## src/rtl/etr_pkg.sv

```systemverilog
// Shared types and constants for the ethertype packet router.
package etr_pkg;

	// Destination port codes
	localparam logic [1:0] PORT_ARP   = 2'd0;
	localparam logic [1:0] PORT_IPV4  = 2'd1;
	localparam logic [1:0] PORT_OTHER = 2'd2;

	// Configuration register indexes
	localparam logic CFG_ARP_TYPE  = 1'b0;
	localparam logic CFG_IPV4_TYPE = 1'b1;

	localparam logic [15:0] ARP_TYPE_RST  = 16'h0806;
	localparam logic [15:0] IPV4_TYPE_RST = 16'h0800;

	// Result queue geometry
	localparam int unsigned QUEUE_DEPTH = 4;
	localparam int unsigned QPTR_W      = 2;
	localparam int unsigned QCNT_W      = 3;

	typedef struct packed {
		logic [63:0] data;
		logic        start;
		logic        fin;
		logic [2:0]  empty;
	} etr_beat_t;

	typedef struct packed {
		logic [1:0]  port;
		logic [63:0] data;
		logic        start;
		logic        fin;
		logic [2:0]  empty;
		logic        last;
	} etr_result_t;

	// Results produced by one accepted beat (count is 0, 1 or 2)
	typedef struct packed {
		logic [1:0]  count;
		etr_result_t first;
		etr_result_t second;
	} etr_push_t;

endpackage

```

## src/rtl/etr_classify.sv

```systemverilog
// Packet phase tracking, held first beat and ethertype compare.
module etr_classify import etr_pkg::*; (
	input  logic        clk,
	input  logic        arst_n,
	input  logic        accept,
	input  etr_beat_t   beat,
	input  logic [15:0] arp_type,
	input  logic [15:0] ipv4_type,
	output etr_push_t   push
);

	typedef enum logic [1:0] {
		PH_IDLE   = 2'd0,
		PH_HELD   = 2'd1,
		PH_STREAM = 2'd2
	} phase_t;

	phase_t      phase_q;
	phase_t      phase_nx;
	logic [1:0]  route_q;
	logic [1:0]  route_nx;
	logic [1:0]  match_route;
	logic [15:0] etype;
	logic        load_held;
	logic [63:0] held_data_q;
	logic        held_start_q;
	logic [2:0]  held_empty_q;

	assign etype = beat.data[31:16];

	// ARP compare wins when both types are equal
	always_comb begin
		if (etype == arp_type) begin
			match_route = PORT_ARP;
		end else if (etype == ipv4_type) begin
			match_route = PORT_IPV4;
		end else begin
			match_route = PORT_OTHER;
		end
	end

	always_comb begin
		push      = '0;
		phase_nx  = phase_q;
		route_nx  = route_q;
		load_held = 1'b0;
		unique case (phase_q)
			PH_HELD: begin
				push.count  = 2'd2;
				push.first  = '{port: match_route, data: held_data_q, start: held_start_q,
					fin: 1'b0, empty: held_empty_q, last: 1'b0};
				push.second = '{port: match_route, data: beat.data, start: beat.start,
					fin: beat.fin, empty: beat.empty, last: 1'b1};
				route_nx    = match_route;
				phase_nx    = beat.fin ? PH_IDLE : PH_STREAM;
			end
			PH_STREAM: begin
				push.count = 2'd1;
				push.first = '{port: route_q, data: beat.data, start: beat.start,
					fin: beat.fin, empty: beat.empty, last: 1'b1};
				if (beat.fin) begin
					phase_nx = PH_IDLE;
				end
			end
			default: begin
				if (beat.fin) begin
					// single-beat packet goes straight out
					push.count = 2'd1;
					push.first = '{port: PORT_OTHER, data: beat.data, start: beat.start,
						fin: beat.fin, empty: beat.empty, last: 1'b1};
					route_nx   = PORT_OTHER;
					phase_nx   = PH_IDLE;
				end else begin
					load_held = 1'b1;
					phase_nx  = PH_HELD;
				end
			end
		endcase
	end

	always_ff @(posedge clk or negedge arst_n) begin
		if (!arst_n) begin
			phase_q <= PH_IDLE;
			route_q <= PORT_OTHER;
		end else if (accept) begin
			phase_q <= phase_nx;
			route_q <= route_nx;
		end
	end

	always_ff @(posedge clk) begin
		if (accept && load_held) begin
			held_data_q  <= beat.data;
			held_start_q <= beat.start;
			held_empty_q <= beat.empty;
		end
	end

endmodule

```

## src/rtl/ethertype_packet_router_top.sv

```systemverilog
// Top level of the ethertype packet router: config registers and result queue.
//
// Ethertype packet router. Tags each 64-bit frame beat with a destination port
// (0 ARP, 1 IPv4, 2 other). The first beat of a packet is held; when the second
// beat arrives its bits 31:16 are compared with arp_type, then ipv4_type, and
// both beats are sent on the chosen port; later beats follow on that port up to
// the end flag. A packet start is the first beat after reset or after an end
// flag - start_flag is forwarded but never checked. A one-beat packet goes to
// the other port at once. Rate: one beat per cycle sustained while the output is
// not stalled; the classifier sits between the input transfer and a four-entry
// result queue, so a result can be taken the cycle after its beat. The second
// beat of each packet pushes two results and the first pushes none, so with the
// output never stalled the queue holds at most two results and the input is
// never stalled. in_stall is high when fewer than two queue slots are free,
// which only happens once output stalls have backed the queue up to three or
// more results. Config writes are taken on every cycle (cfg_ready is tied high)
// and are meant for when the block is idle.
module ethertype_packet_router_top import etr_pkg::*; (
	input  logic        clk,
	input  logic        arst_n,
	// configuration write
	input  logic        cfg_valid,
	output logic        cfg_ready,
	input  logic        cfg_index,
	input  logic [15:0] cfg_data,
	// input beats
	input  logic        in_valid,
	output logic        in_stall,
	input  logic [63:0] beat_data,
	input  logic        start_flag,
	input  logic        end_flag,
	input  logic [2:0]  empty_bytes,
	// tagged results
	output logic        out_valid,
	input  logic        out_stall,
	output logic [1:0]  port,
	output logic [63:0] out_data,
	output logic        out_start,
	output logic        out_end,
	output logic [2:0]  out_empty,
	output logic        last
);

	logic [15:0]  arp_type_q;
	logic [15:0]  ipv4_type_q;
	logic         in_xfer;
	logic         out_xfer;
	etr_beat_t    beat;
	etr_push_t    push;
	logic [1:0]   n_push;
	etr_result_t  queue_q [QUEUE_DEPTH];
	logic [QPTR_W-1:0] wr_ptr_q;
	logic [QPTR_W-1:0] wr_ptr_inc;
	logic [QPTR_W-1:0] rd_ptr_q;
	logic [QCNT_W-1:0] cnt_q;
	etr_result_t  head;

	// Config registers - always ready
	assign cfg_ready = 1'b1;

	always_ff @(posedge clk or negedge arst_n) begin
		if (!arst_n) begin
			arp_type_q  <= ARP_TYPE_RST;
			ipv4_type_q <= IPV4_TYPE_RST;
		end else if (cfg_valid && cfg_ready) begin
			unique case (cfg_index)
				CFG_ARP_TYPE:  arp_type_q  <= cfg_data;
				CFG_IPV4_TYPE: ipv4_type_q <= cfg_data;
				default:       arp_type_q  <= arp_type_q;
			endcase
		end
	end

	// Input side: stall only when the queue cannot take a two-result push
	assign in_stall = (cnt_q > QCNT_W'(QUEUE_DEPTH - 2));
	assign in_xfer  = in_valid && !in_stall;

	assign beat = '{data: beat_data, start: start_flag, fin: end_flag, empty: empty_bytes};

	etr_classify u_classify (
		.clk       (clk),
		.arst_n    (arst_n),
		.accept    (in_xfer),
		.beat      (beat),
		.arp_type  (arp_type_q),
		.ipv4_type (ipv4_type_q),
		.push      (push)
	);

	assign n_push     = in_xfer ? push.count : 2'd0;
	assign wr_ptr_inc = wr_ptr_q + QPTR_W'(1);

	// Result queue; up to two writes per transfer, one read per output transfer
	always_ff @(posedge clk) begin
		if (n_push != 2'd0) begin
			queue_q[wr_ptr_q] <= push.first;
		end
		if (n_push == 2'd2) begin
			queue_q[wr_ptr_inc] <= push.second;
		end
	end

	assign out_valid = (cnt_q != '0);
	assign out_xfer  = out_valid && !out_stall;

	always_ff @(posedge clk or negedge arst_n) begin
		if (!arst_n) begin
			wr_ptr_q <= '0;
			rd_ptr_q <= '0;
			cnt_q    <= '0;
		end else begin
			wr_ptr_q <= wr_ptr_q + QPTR_W'(n_push);
			if (out_xfer) begin
				rd_ptr_q <= rd_ptr_q + QPTR_W'(1);
			end
			cnt_q <= cnt_q + QCNT_W'(n_push) - QCNT_W'(out_xfer);
		end
	end

	assign head      = queue_q[rd_ptr_q];
	assign port      = head.port;
	assign out_data  = head.data;
	assign out_start = head.start;
	assign out_end   = head.fin;
	assign out_empty = head.empty;
	assign last      = head.last;

`ifndef SYNTHESIS
	// queue occupancy never passes its depth
	a_cnt_bound: assert property (@(posedge clk) disable iff (!arst_n)
		cnt_q <= QCNT_W'(QUEUE_DEPTH))
		else $error("result queue overflow");

	// a stalled result is not dropped
	a_hold: assert property (@(posedge clk) disable iff (!arst_n)
		out_valid && out_stall |=> out_valid)
		else $error("stalled result lost");

	// only the last result of a beat can carry the end marker
	a_end_last: assert property (@(posedge clk) disable iff (!arst_n)
		out_valid && !last |-> !out_end)
		else $error("end marker on a held beat");

	// port code is always a real destination
	a_port: assert property (@(posedge clk) disable iff (!arst_n)
		out_valid |-> (port == PORT_ARP || port == PORT_IPV4 || port == PORT_OTHER))
		else $error("bad port code");
`endif

endmodule
```

## config.mk

```make
export PLATFORM = sky130hd
export DESIGN_NAME = ethertype_packet_router_top
export DESIGN_NICKNAME = d
export VERILOG_FILES = /design/src/rtl/etr_pkg.sv /design/src/rtl/etr_classify.sv /design/src/rtl/ethertype_packet_router_top.sv
export SDC_FILE = /design/constraint.sdc
export NUM_CORES = 1
export LEC_CHECK = 0
export ABC_AREA = 1
export BUFFER_PORTS_ARGS = -buffer_cell sky130_fd_sc_hd__buf_4
export CORE_MARGIN = 3
export CORE_UTILIZATION = 55
export CTS_CLUSTER_DIAMETER = 50
export CTS_CLUSTER_SIZE = 8
export DETAILED_ROUTE_END_ITERATION = 6
export HOLD_SLACK_MARGIN = 0.1
export PLACE_DENSITY = 0.74
export SLEW_MARGIN = 20
export SYNTH_ARGS = -nofsm -noshare
export SYNTH_HDL_FRONTEND = slang
export SYNTH_SLANG_ARGS = --single-unit
```

## constraint.sdc

```tcl
create_clock -name clk -period 17.4 [get_ports clk]
set_input_delay 1.74 -clock clk [delete_from_list [all_inputs] [get_ports clk]]
set_output_delay 1.74 -clock clk [all_outputs]
set_load 0.02 [all_outputs]
```

Word level (Yosys, flattened, before mapping):

Memories as Yosys holds them, arrays and structs flattened.
Index checks and enable logic that the tools add are counted.

* register bits: 111
* bits in writable memories: 288
* output and inout bits: 75
* memories kept: 1

Memory list
* queue_q: words 4, width 72, read ports 1, clocked after Yosys merged registers in 0, write ports 2, line ethertype_packet_router_top.sv:51 `etr_result_t queue_q [QUEUE_DEPTH];`

* add/sub/neg operators: 5
* magnitude comparators: 1
* equal/unequal tests: 6
* muxes and demuxes: 18
* bitwise operators: 2
* reductions and logical operators: 13

Operator list (count)
* 74-bit one-hot mux with 2 select lines: 1
* 73-bit two-way mux: 1
* 72-bit two-way mux: 1
* 16-bit equality test: 2
* 2-bit two-way mux: 6
* 2-bit one-hot mux with 2 select lines: 2
* 1-bit two-way mux: 7
* 2-bit AND reduction: 3
* 2-bit by 1-bit adder with 2-bit output (second input constant): 2
* 2-bit equality test (second input constant): 2
* 2-bit nonzero test: 2
* 3-bit by 2-bit adder with 3-bit output: 1
* 3-bit by 2-bit > comparator with 1-bit output (second input constant): 1
* 1-bit logical AND: 3
* 3-bit AND reduction: 1
* 3-bit nonzero test: 1
* 3-bit by 1-bit subtractor with 3-bit output: 1
* 2-bit adder: 1
* 2-bit by 1-bit equality test with 1-bit output (second input constant): 1
* 1-bit logical NOT: 2
* 2-bit != test (second input constant): 1
* 1-bit NOT: 2
* 2-bit OR reduction: 1

Depth between registers and ports, before layout:

Gate-level depths: netlist of run 1.

* word-level depth: 8
* depth in mapped cells: 14

Modules after synthesis:

A second synthesis of run 1 with hierarchy kept.

* cells, all modules: 2368
* area, all modules: 20716.1 um2

By module, submodules not included
* ethertype_packet_router_top: times used 1, cells an instance 1836, area each 16329.4 um2, seq. area each 9629.2 um2
* etr_classify: times used 1, cells an instance 532, area each 4386.7 um2, seq. area each 2143.3 um2

Least setup slack after synthesis of run 1:

OpenSTA, ideal clock, no wires.

* kind: in2reg
* start: input end_flag
* end: memory queue_q[0][0] (netlist name), enable pin
* setup time: 601 ps
* arrival: 7435 ps
* data required time: 16799 ps
* slack: 9363 ps
* stages on the path: 7
* cell sequence: inv_1 > nand2_1 > o21ai_2 > clkbuf_1 > nor2_1 > nor2_1 > o21ai_0

RTL lines
* from (decl): line ethertype_packet_router_top.sv:31 `input logic end_flag,`
* to (decl): line ethertype_packet_router_top.sv:51

Worst setup path after layout of run 1:

* start: register rd_ptr_q[0]
* end: output last

* longest elaborated chain between the ends: 1

Ends and longest elaborated chain
* from (decl): line ethertype_packet_router_top.sv:54 `logic [QPTR_W-1:0] rd_ptr_q;`
* from (signal assigned): line ethertype_packet_router_top.sv:114 `rd_ptr_q <= rd_ptr_q + QPTR_W'(1);`
* memory 4 x 72 bit
* to (decl): line ethertype_packet_router_top.sv:41 `output logic last`

No other way between the ends.

==> results of run 1 <==
-- per-layer routing --
metal  up-vias  GRT usage (%)  routed length, µm
met1      7077           33.5              20200
met3       100           3.78               3620
li1       6991              -                  -
met5         -              0                  0
met4         0           9.72               1320
met2       657           43.7              24100
-- layout make-up --
type / count / share of cell area (%)
clock buffers: 93 / 7.09
clock inverters: 3 / 0.107
inverters: 83 / 1.46
multi-input cells: 1315 / 29.3
flip-flops and latches: 399 / 53.2
well taps: 455 / 2.57
repair buffers: 184 / 6.29
-- placed cells by master (no fill, tap or decap), drive strengths merged --
cell,instances
inv,86
xnor2,12
dfrtp,38
nor2,177
clkbuf,93
a22oi,1
a31oi,1
o22ai,72
xor2,5
a32o,1
nand2,499
o211ai,1
nand3,8
a22o,53
ha,6
conb,1
o21ai,477
dfstp,5
buf,184
edfxtp,356
fa,1
-- report_power, final --
| group | switching (mW) | total (mW) | leakage, nW | internal, mW |
|---|---|---|---|---|
| Sequential | 0.0628 | 1.39 | 3.78 | 1.32 |
| Combinational | 1.12 | 1.67 | 3.78 | 0.553 |
| Clock | 0.388 | 0.994 | 0.764 | 0.606 |
| Total | 1.57 | 4.05 | 8.33 | 2.48 |
-- how the worst max path moves through the flow --
stage | from | end
after floorplan | end_flag | queue_q[0][0]
after global placement | end_flag | queue_q[3][56]
after detailed placement | end_flag | queue_q[3][44]
final | rd_ptr_q[0] | last
after global routing | rd_ptr_q[0] | last
after CTS | rd_ptr_q[0] | last
-- logic make-up after synthesis --
kind of cell / count (synthesis) / share of synthesized area (%)
DFF: 399 / 60.9
AOI/OAI and AO/OA: 606 / 18.4
buffers and inverters: 218 / 5.87
other: 1 / 0.0194
adders and majority gates: 7 / 0.492
xor gates and xnor gates: 17 / 0.770
and+or+nand+nor: 684 / 13.6
-- critical path, cell delays in order, from the launching register on --
cell and delay [ps]:
dfrtp_4 730, inv_4 600, buf_4 810, o21ai_0 220, o22ai_1 410, buf_4 230
-- state kept, by name (all words and copies together) (netlist names) --
register                 flops
ipv4_type_q                 16
u_classify.route_q           2
u_classify.phase_q           2
wr_ptr_q                     2
rd_ptr_q                     2
queue_q                    288
u_classify.held_empty_q      3
u_classify.held_start_q      1
cnt_q                        3
arp_type_q                  16
u_classify.held_data_q      64
==> qor.yml, run 1 <==
route:
  vias: 14800
  drc: 0
  drtAntennaViolNets: 0
  drt_iter0_drc: 1298
  dr.pass1.iters: 5
  viasPerCell: 5.86
  routedWlPerCell_um: 19.5
  wl_um: 49300
yosys:
  synth_cell_types: 30
  avgSynthCellArea_um2: 10.0
  synth_area_leaders: "edfxtp_1, nand2_1, o21ai_0, dfrtp_1, nor2_1"
  synth_commonest_cells: "nand2_1, edfxtp_1, o21ai_0"
  syn_inst: 1932
  netlist_area_um2: 19300
  ys.flop_type: "edfxtp_1"
  synth_seq_cells: 399
  synth_top_area_share_pct: 55.3
  synth_warnings: 0
  yosysMostFrequentCell: "nand2_1"
  syn_nets: 2030
  ys_seq_area_share_pct: 60.9
  synth_edf_count: 356
  async_flop_share_pct: 10.8
  post-synth-top-area-cell: "edfxtp_1"
floorplan:
  coreArea_um2: 34600
  dieWidth_um: 193
  start_util_pct: 55.8
  rows: 68
  dieArea_um2: 37400
  die-height_um: 193
  ios: 166
power_and_ir_drop:
  leakage_nw: 8.33
  ir_worst_vdd_mv: 0.112
  power_density_nw_per_um2: 183
  power.total_mw: 4.05
clock_network:
  cts_made_buffers: 56
  clock_path_buffers: 3
  cts-root-buf: "clkbuf_16"
  tritoncts: "built"
  clk_pin_slew_ps: 50
  postCtsSetupBuffers: 0
  holdBufCountCts: 0
  h-tree-depth: 2
  cts_sinks: 399
  ctsResizeCount: 0
  worst_skew_pair.late_latency_ps: 560
worst_setup_path:
  r2r_start: "u_classify.phase_q[0]"
  worst_ep_required_time_ps: 15660
  criticalPathCategory: "reg -> out"
  r2r_slack_ps: 13440
  r2r_end: "queue_q[3][69]"
  reg2reg_depth: 10
  worstPathArrival_ps: 3620
  cp_max_fo: 83
  critPathCaptureType: "primary output"
  worst_setup_path_start_kind: "register"
global_routing:
  antenna_found_initial: 0
  first_global_vias: 14700
  overflow: 0
  grt_usage_pct: 25.6
  grt_max_degree: 90
  grt_pass1_wl_um: 77500
finish:
  antenna_cells: 0
  syn2layout_area_growth_pct: 14.6
  fillers: 2705
  postLayoutCellArea_um2: 22200
  final_cells: 2532
  fin_util_pct: 64.0
  regArea_um2: 11800
  layout-drive-gt1-share_pct: 16.1
  multiInputGateArea_um2: 6500
  final_net_count: 2137
min_path:
  hold_class: "reg -> reg"
  min_path_cells: 1
  hold_start: "cnt_q[2]"
  min_to: "cnt_q[2]"
sta:
  tightestPinTransition_ps: 1080
  maxSlewHeadroom_pct: 28.0
  fin_crit_ps: 5360
  drv_slew: 0
  whs_ps: 490
  skew_ps: 12.2
  period_share_pct: 30.8
  fin_setup_tns_ps: 0
  setup_viol: 0
  max_freq_ghz: 0.187
  fin_ws_ps: 12040
  rsz0062_at_grt: "no"
  hold_violations: 0
outcome:
  status: "finished clean"
placed_design:
  dpl_worst_slack_ps: 12630
  gp_congestion: 0.802
  hpwl_um: 27800
  postPlaceCellArea_um2: 20600
  dp_cells: 2436
  io_buffers: 164
flow_run:
  cap_violations: 0
No activity file was read; power rests on OpenSTA's default activity.
==> run 2, diff against run 1 <==
- clock period: 17.4 -> 5.6 ns (I/O delays scaled with it)
==> run 2 against run 1 <==
Compared with the run above: combinational power rose to 3.1 times the previous value; clock-buffer cell count up 10; design area up 0.21%; flip-flop and latch count unchanged; largest cell class unchanged; cell count up 0.39%; routed wire length down 1.3%.
==> qor.yml, run 2 (synthesis results as in run 1) <==
worst_setup_path:
  r2r_start: "u_classify.phase_q[0]"
  criticalPathCategory: "reg -> out"
  cp_max_fo: 84  # +1.2%
  worstPathArrival_ps: 3240  # -380 ps
  critPathCaptureType: "primary output"
  worst_setup_path_start_kind: "register"
  cpMostUsedCell: "buf_4"
  worst-path-buf-inv: 3  # unchanged
  cp_top_family: "buffers and inverters"
  worst_ep_required_time_ps: 5040  # -10,620 ps
  critPathSlowestCell: "dfrtp_4"
  slowest_delay_ps: 750  # -60 ps
  crit_chain: "inv_4 -> buf_4 -> o21ai_0 -> o22ai_1 -> buf_4"
  crit_path_start: "rd_ptr_q[0]"
clock_network:
  h-tree-depth: 2  # unchanged
  worst_skew_pair.late_latency_ps: 570  # about the same
  cts-root-buf: "clkbuf_16"
  holdBufCountCts: 1  # +1
  tritoncts: "built"
  cts_sinks: 399  # unchanged
  ctsResizeCount: 0  # unchanged
  clk_pin_slew_ps: 50  # about the same
  postCtsSetupBuffers: 0  # unchanged
  clock_path_buffers: 3  # unchanged
  cts_made_buffers: 56  # unchanged
placed_design:
  dpl_worst_slack_ps: 1900  # -10,730 ps
  gp_congestion: 0.803  # +0.21%
  io_buffers: 164  # unchanged
  hpwl_um: 27700  # -0.56%
  postPlaceCellArea_um2: 20600  # about the same
finish:
  final_common_cell: "nand2_1"
  regArea_um2: 11800  # unchanged
  antenna_cells: 0  # unchanged
  regMostFlops: "queue_q"
  final_net_count: 2139  # +0.094%
  largest_register_ffs: 288  # unchanged
  fillers: 2703  # -0.074%
  fin_util_pct: 64.1  # +0.14 points
  reg_top3: "queue_q (288), u_classify.held_data_q (64)"
  multiInputGateArea_um2: 6500  # unchanged
  layout-drive-gt1-share_pct: 16.0  # -0.12 points
  postLayoutCellArea_um2: 22200  # +0.21%
  syn2layout_area_growth_pct: 14.9
  final_cell_mix: "nand2_1, edfxtp_1, o21ai_0"
sta:
  period_share_pct: 67.9
  hold_violations: 0  # unchanged
  skew_ps: 14.1  # +1.91 ps
  setup_viol: 0  # unchanged
  fin_crit_ps: 3800
  drv_slew: 0  # unchanged
  maxSlewHeadroom_pct: 27.0  # -1.0 points
  fin_ws_ps: 1800  # -10,240 ps
  fin_setup_tns_ps: 0  # unchanged
  max_freq_ghz: 0.263
  rsz0062_at_grt: "no"
  tightestPinTransition_ps: 1090  # +17.9 ps
outcome:
  status: "finished clean"
route:
  drc: 0  # unchanged
  vias: 14700  # -1.0%
  drtAntennaViolNets: 0  # unchanged
  dr.pass1.iters: 6  # +1
  wl_um: 48600  # -1.3%
  routedWlPerCell_um: 19.1  # -1.6%
  viasPerCell: 5.77  # -1.4%
  drt_iter0_drc: 1408  # +8.5%
flow_run:
  cap_violations: 0  # unchanged
global_routing:
  grt_usage_pct: 25.5  # -0.13 points
  antenna_found_initial: 1  # +1
  overflow: 0  # unchanged
  first_global_vias: 14700  # +0.38%
  grt_pass1_wl_um: 77200  # -0.44%
  grt_max_degree: 92  # +2.2%
floorplan:
  die-height_um: 193  # unchanged
  rows: 68  # unchanged
  dieArea_um2: 37400  # unchanged
  dieWidth_um: 193  # unchanged
  coreArea_um2: 34600  # unchanged
  start_util_pct: 55.8  # unchanged
  ios: 166  # unchanged
power_and_ir_drop:
  power.total_mw: 12.6  # +210%
  ir_worst_vdd_mv: 0.292  # +160%
  leakage_nw: 8.34  # +0.18%
  power_density_nw_per_um2: 567  # +210%
min_path:
  hold_start: "beat_data[46]"
  hold_class: "in -> reg"
==> run 2: routing by layer <==
| layer | vias up | wire [µm] | track usage, % |
|---|---|---|---|
| met5 | - | 13 | 0 |
| met4 | 2 | 1380 | 9.54 |
| met3 | 103 | 3390 | 3.67 |
| met2 | 563 | 24100 | 44.5 |
| met1 | 7003 | 19700 | 32.5 |
| li1 | 7004 | - | - |
==> run 2: worst register-to-register path: stages (launching register included) <==
cell and delay [ps]:
dfrtp_1 410, inv_1 60, ha_1 390, nand2_1 220, o21ai_2 290, inv_2 140
nor2_2 50, inv_2 150, nor2_4 60, inv_4 750, buf_4 680, o21ai_0 210
==> run 2: cell type report <==
| cell class | instances | area share [%] |
|---|---|---|
| inverters | 83 | 1.46 |
| clock buffers | 103 | 7.25 |
| well taps | 455 | 2.56 |
| multi-input cells | 1315 | 29.3 |
| repair buffers | 186 | 6.39 |
| flip-flops and latches | 399 | 53.0 |
| clock inverters | 1 | 0.0394 |
==> run 2: final timing paths <==
kind	end	slack [ps]	cells after the start
max	out_data[44]	1800	5
min	u_classify.held_data_q[46]	190	1
max reg2reg	queue_q[0][32]	1900	11
min reg2reg	cnt_q[2]	480	1
max in group asynchronous	rd_ptr_q[0]	4610	2
min in group asynchronous	ipv4_type_q[13]	540	2
==> run 2: power by group <==
part / total, mW / internal (mW) / switching (mW)
Clock: 3.10 / 1.90 / 1.20
Sequential: 4.31 / 4.11 / 0.201
Combinational: 5.19 / 1.72 / 3.46
==> run 2: stage by stage <==
stage	hold slack [ps]	cells
floorplan	264	1932
detailed placement	470	2437
finish	188	2542
CTS	169	2542
global placement	462	2436
global route	177	2542
